`config.mk`:
```
export PLATFORM = sky130hd
export DESIGN_NAME = dpm_div
export DESIGN_NICKNAME = d
export VERILOG_FILES = /design/src/sv/dpm_div.sv
export SDC_FILE = /design/constraint.sdc
export NUM_CORES = 2
export LEC_CHECK = 0
export BUFFER_PORTS_ARGS = -buffer_cell sky130_fd_sc_hd__clkbuf_2
export CAP_MARGIN = 5
export CORE_ASPECT_RATIO = 1.5
export CORE_UTILIZATION = 35
export DETAILED_ROUTE_END_ITERATION = 12
export GPL_TIMING_DRIVEN = 0
export PLACE_DENSITY = 0.49
export SYNTH_ARGS = -nofsm -noshare
export SYNTH_HDL_FRONTEND = slang
export SYNTH_SLANG_ARGS = --single-unit
```
`constraint.sdc`:
```
create_clock -name clk_i -period 3.3 [get_ports clk_i]
set_input_delay 0.495 -clock clk_i [delete_from_list [all_inputs] [get_ports clk_i]]
set_output_delay 0.495 -clock clk_i [all_outputs]
set_load 0.02 [all_outputs]
```
`src/sv/dpm_div.sv`:
```
// dpm_div: pipelined restoring divider, one quotient bit per stage, with a
// tag carried alongside. Depends on nothing.
module dpm_div #(
  parameter int NUM_W = 40,
  parameter int DEN_W = 22,
  parameter int Q_W   = 18,
  parameter int TAG_W = 8
) (
  input  logic             clk_i,
  input  logic             rst_ni,
  input  logic             valid_i,
  input  logic [NUM_W-1:0] num_i,
  input  logic [DEN_W-1:0] den_i,
  input  logic [TAG_W-1:0] tag_i,
  output logic             valid_o,
  output logic [Q_W-1:0]   quo_o,
  output logic [TAG_W-1:0] tag_o
);

  localparam int CMP_W = (NUM_W > DEN_W + Q_W) ? NUM_W : DEN_W + Q_W;

  logic             valid_q [Q_W];
  logic [NUM_W-1:0] rem_q   [Q_W];
  logic [DEN_W-1:0] den_q   [Q_W];
  logic [Q_W-1:0]   quo_q   [Q_W];
  logic [TAG_W-1:0] tag_q   [Q_W];

  for (genvar s = 0; s < Q_W; s++) begin : g_stage
    logic             valid_in;
    logic [NUM_W-1:0] rem_in;
    logic [DEN_W-1:0] den_in;
    logic [Q_W-1:0]   quo_in;
    logic [TAG_W-1:0] tag_in;
    logic [CMP_W-1:0] rem_ext;
    logic [CMP_W-1:0] den_sh;
    logic [NUM_W-1:0] rem_d;
    logic [Q_W-1:0]   quo_d;

    if (s == 0) begin : g_first
      assign valid_in = valid_i;
      assign rem_in   = num_i;
      assign den_in   = den_i;
      assign quo_in   = '0;
      assign tag_in   = tag_i;
    end else begin : g_next
      assign valid_in = valid_q[s-1];
      assign rem_in   = rem_q[s-1];
      assign den_in   = den_q[s-1];
      assign quo_in   = quo_q[s-1];
      assign tag_in   = tag_q[s-1];
    end

    always_comb begin
      rem_ext = CMP_W'(rem_in);
      den_sh  = CMP_W'(den_in) << (Q_W - 1 - s);
      rem_d   = rem_in;
      quo_d   = quo_in;
      if (rem_ext >= den_sh) begin
        rem_d = NUM_W'(rem_ext - den_sh);
        quo_d[Q_W-1-s] = 1'b1;
      end
    end

    always_ff @(posedge clk_i or negedge rst_ni) begin
      if (!rst_ni) begin
        valid_q[s] <= 1'b0;
      end else begin
        valid_q[s] <= valid_in;
      end
    end

    always_ff @(posedge clk_i) begin
      rem_q[s] <= rem_d;
      den_q[s] <= den_in;
      quo_q[s] <= quo_d;
      tag_q[s] <= tag_in;
    end
  end

  assign valid_o = valid_q[Q_W-1];
  assign quo_o   = quo_q[Q_W-1];
  assign tag_o   = tag_q[Q_W-1];

endmodule

```
==> impl_results.md <==
- Status: complete, but fails checks
- Failing checks: DRC, setup timing
- Depth of the worst register-to-register path: 12
- Post-Syn Nets: 6280
- Maximum clock insertion buffer count: 3
- Synth Register Bits: 1387
- # rows: 179
- Antenna violations before repair: 4
- Crit end category: flip-flop
- Crit path arrival time: 4080 ps
- I/O Buffers: 99
- Final HPWL DP: 131000 um
- Die W: 329 um
- Library cells used by synthesis: 92
- Wire per inst: 19.5 um
- Top-area cell type share of the netlist area: 48.8%
- Critical Path RT: 4000 ps
- Yosys top cell by area: dfxtp_1
- Crit path largest cell delay: 550 ps
- Most used cell, CP: or3_4
- Max Slew Vio Count: 0
- DP Worst Slack: -2310 ps
- WS Path Type: reg -> reg
- Most frequent cells in the layout: dfxtp_1, inv_1, a21oi_1, nand2_1, ha_1
- Nets@finish: 6707
- Leak pwr: 29.9 nW
- Max Fclk: 296 MHz
- Tightest Hold Check Type: in -> reg
- Gpl congestion: 0.927
- Avg Cell Area, Syn: 9.70 um2
- Commonest non-fill, non-tap cell in the layout: dfxtp_1
- Detailed Route Iter0 Violations: 1274
- R2R setup slack: -80 ps
- Core region area: 0.159 mm2
- First-pass GRT wire length: 245000 um
- R2R Path Start: rem_q[8][30]
- Placed Cells: 7982
- Die area: 0.162 mm2
- Slew margin rel.: 29.8%
- Final setup margin: -77.0 ps
- CP bufs+invs: 3
- Worst path cell trace: or3_4, or2_4, or3_4, or2_4, or3_4, or4b_4, a21oi_4, buf_12, buf_12, clkbuf_16, nand2_2, o21ai_1
- Root Buffer: clkbuf_16
- CTS tree: built
- Most area-consuming cells after synthesis: dfxtp_1, ha_1, a21oi_1
- Clock Pin Slew Worst Setup and Hold Paths: 60 ps
- CP max FO: 6
- CTS Sinks: 1387
- Final setup viols: 22
- Crit path depth: 12
- Maxcap violations: 0
- Vias in the first global route: 44.8k
- Post-synth ARST share: 1.30%
- Clock H-tree levels: 4
- Min Clock Period, post-route: 3380 ps
- Final hold viol count: 0
- Die height: 493 um
- Seq/Total Area, Yosys: 49.6%
- IO Pins: 100
- Worst skew pair latency: 800 ps
- Syn. warnings: 0
- DRT antenna net count: 0
- Hold Path Origin: den_i[1]
- CP max-delay cell: or4b_4
- Crit share post-route: 102%
- End of the worst register-to-register path: rem_q[9][20]
- Worst-margin pin slew: 1030 ps
- Vias per inst: 4.94
- Grt total ovfl: 0
- Unrepaired setup endpoints after global routing: true
- First-pass DRT Iterations: 9
- Largest net degree at the start of global routing: 19
- Hold Crit Depth: 3
- CTS Buf Count: 144
- Post-synthesis cell count: 5794
- Fillcell total: 15.5k
- Predominant post-synthesis flop cell: dfxtp_1
- Worst hold slack: 119 ps
- Total Wirelength: 164000 um
- Skew final: 31.6 ps
- Power per cell area: 1000 mW/mm2
- Vias: 41.6k
- Power, Total: 68.5 mW
- Post-route DRC violation count: 1
- Top delay family on crit path: simple AND/OR/NAND/NOR gates
- All-Layer GR Usage: 20.2%
- Initial Utilization: 35.3%
- Area Overhead vs Synth: 21.9%
- Layout cells sized above 1: 14.5%
- Number of flops mapped to enable cells by yosys: 0
- Worst setup SP type: flip-flop
- Mapped cell area: 0.0562 mm2
- Post-route insts no fill: 8435
- Min-Delay Endpoint: rem_q[0][18]
- Worst VDD drop: 0.000530 V
-- power breakdown --
part / switching, mW / leakage (nW) / total, mW / internal [mW]
combinational: 16.0 / 15.8 / 28.2 / 12.2
clock: 7.00 / 2.44 / 16.7 / 9.73
sequential: 2.58 / 11.7 / 23.6 / 21.0
-- sequential cells by signal, summed over array words and instances (netlist names) --
name              cells
rem_q               680
den_q               374
quo_q               171
tag_q               144
g_stage.valid_in     17
valid_o               1
-- cell families after synthesis --
family / Yosys count / synth area share [%]
XOR/XNOR: 428 / 6.67
adder cells (fa/ha/maj): 413 / 9.42
flip-flops: 1387 / 49.6
buffers and inverters: 641 / 4.39
AO/OA/AOI/OAI: 1361 / 15.2
AND/OR/NAND/NOR: 1490 / 13.2
multiplexers: 74 / 1.47
-- worst max path at each step --
stage / start / endpoint / slack (ps)
finish: rem_q[8][30] / rem_q[9][20] / -80
global route: rem_q[8][30] / rem_q[9][20] / -130
CTS: rem_q[8][30] / rem_q[9][16] / -70
detailed placement: den_q[6][21] / rem_q[7][29] / -2310
global placement: den_q[8][18] / rem_q[9][32] / -3040
floorplan: den_q[9][2] / rem_q[10][35] / 200
-- synthesized netlist by cell type, types with 43 or more instances --
cell and n:
mux2_2 65, o31ai_1 46, ha_1 396, inv_1 524, a31oi_1 43, nor4_1 76, nand4_1 63, nor2_1 365
xor2_1 196, a21oi_1 416, nand3_1 95, xnor2_1 232, clkbuf_1 86, nand2_1 388, a211oi_1 49, nand2b_1 68
nor3_1 114, a21o_1 187, dfxtp_1 1369, o21ai_0 318, o21a_1 66, nor2b_1 64
-- area by class of cell --
cell class	count	area (um2)	share of cell area (%)
Tap cell	2081	2600	3.80
Clock inverter	48	741	1.08
Multi-Input combinational cell	3766	27800	40.6
Clock buffer	217	4280	6.25
Timing Repair Buffer	293	2300	3.36
Buffer	102	846	1.24
Antenna cell	14	35.0	0.0512
Sequential cell	1387	27900	40.7
Inverter	527	2010	2.94
-- routing by layer --
metal  vias up  wire (um)  track usage (%)
met4         0      17600             18.9
met2       779     100000             44.8
met3       569       3510             2.48
met5         -          0                0
li1      20936          -                -
met1     19365      42700             12.7
-- through the flow --
step	util, %	TNS, ps	cell area, um2
finish	43.1	-733	68500
CTS	42.5	-1040	67500
floorplan	-	0	56200
global placement	37.3	-704420	59300
detailed placement	37.3	-559690	59400
global route	43.1	-1980	68500
-- worst min-delay path, cell delays in order --
cell      delay, ps
clkbuf_2        120
fa_1            180
a21oi_1          60
-- repair_timing --
action,4_1_cts,5_1_grt
hold endpoints to repair,89,0
gates resized for setup,459,180
setup buffers,79,32
gates cloned,3,2
hold buffers,73,0
setup endpoints to repair,534,328
pin swaps,85,69
Note: power is estimated with default switching activity, not from simulation.
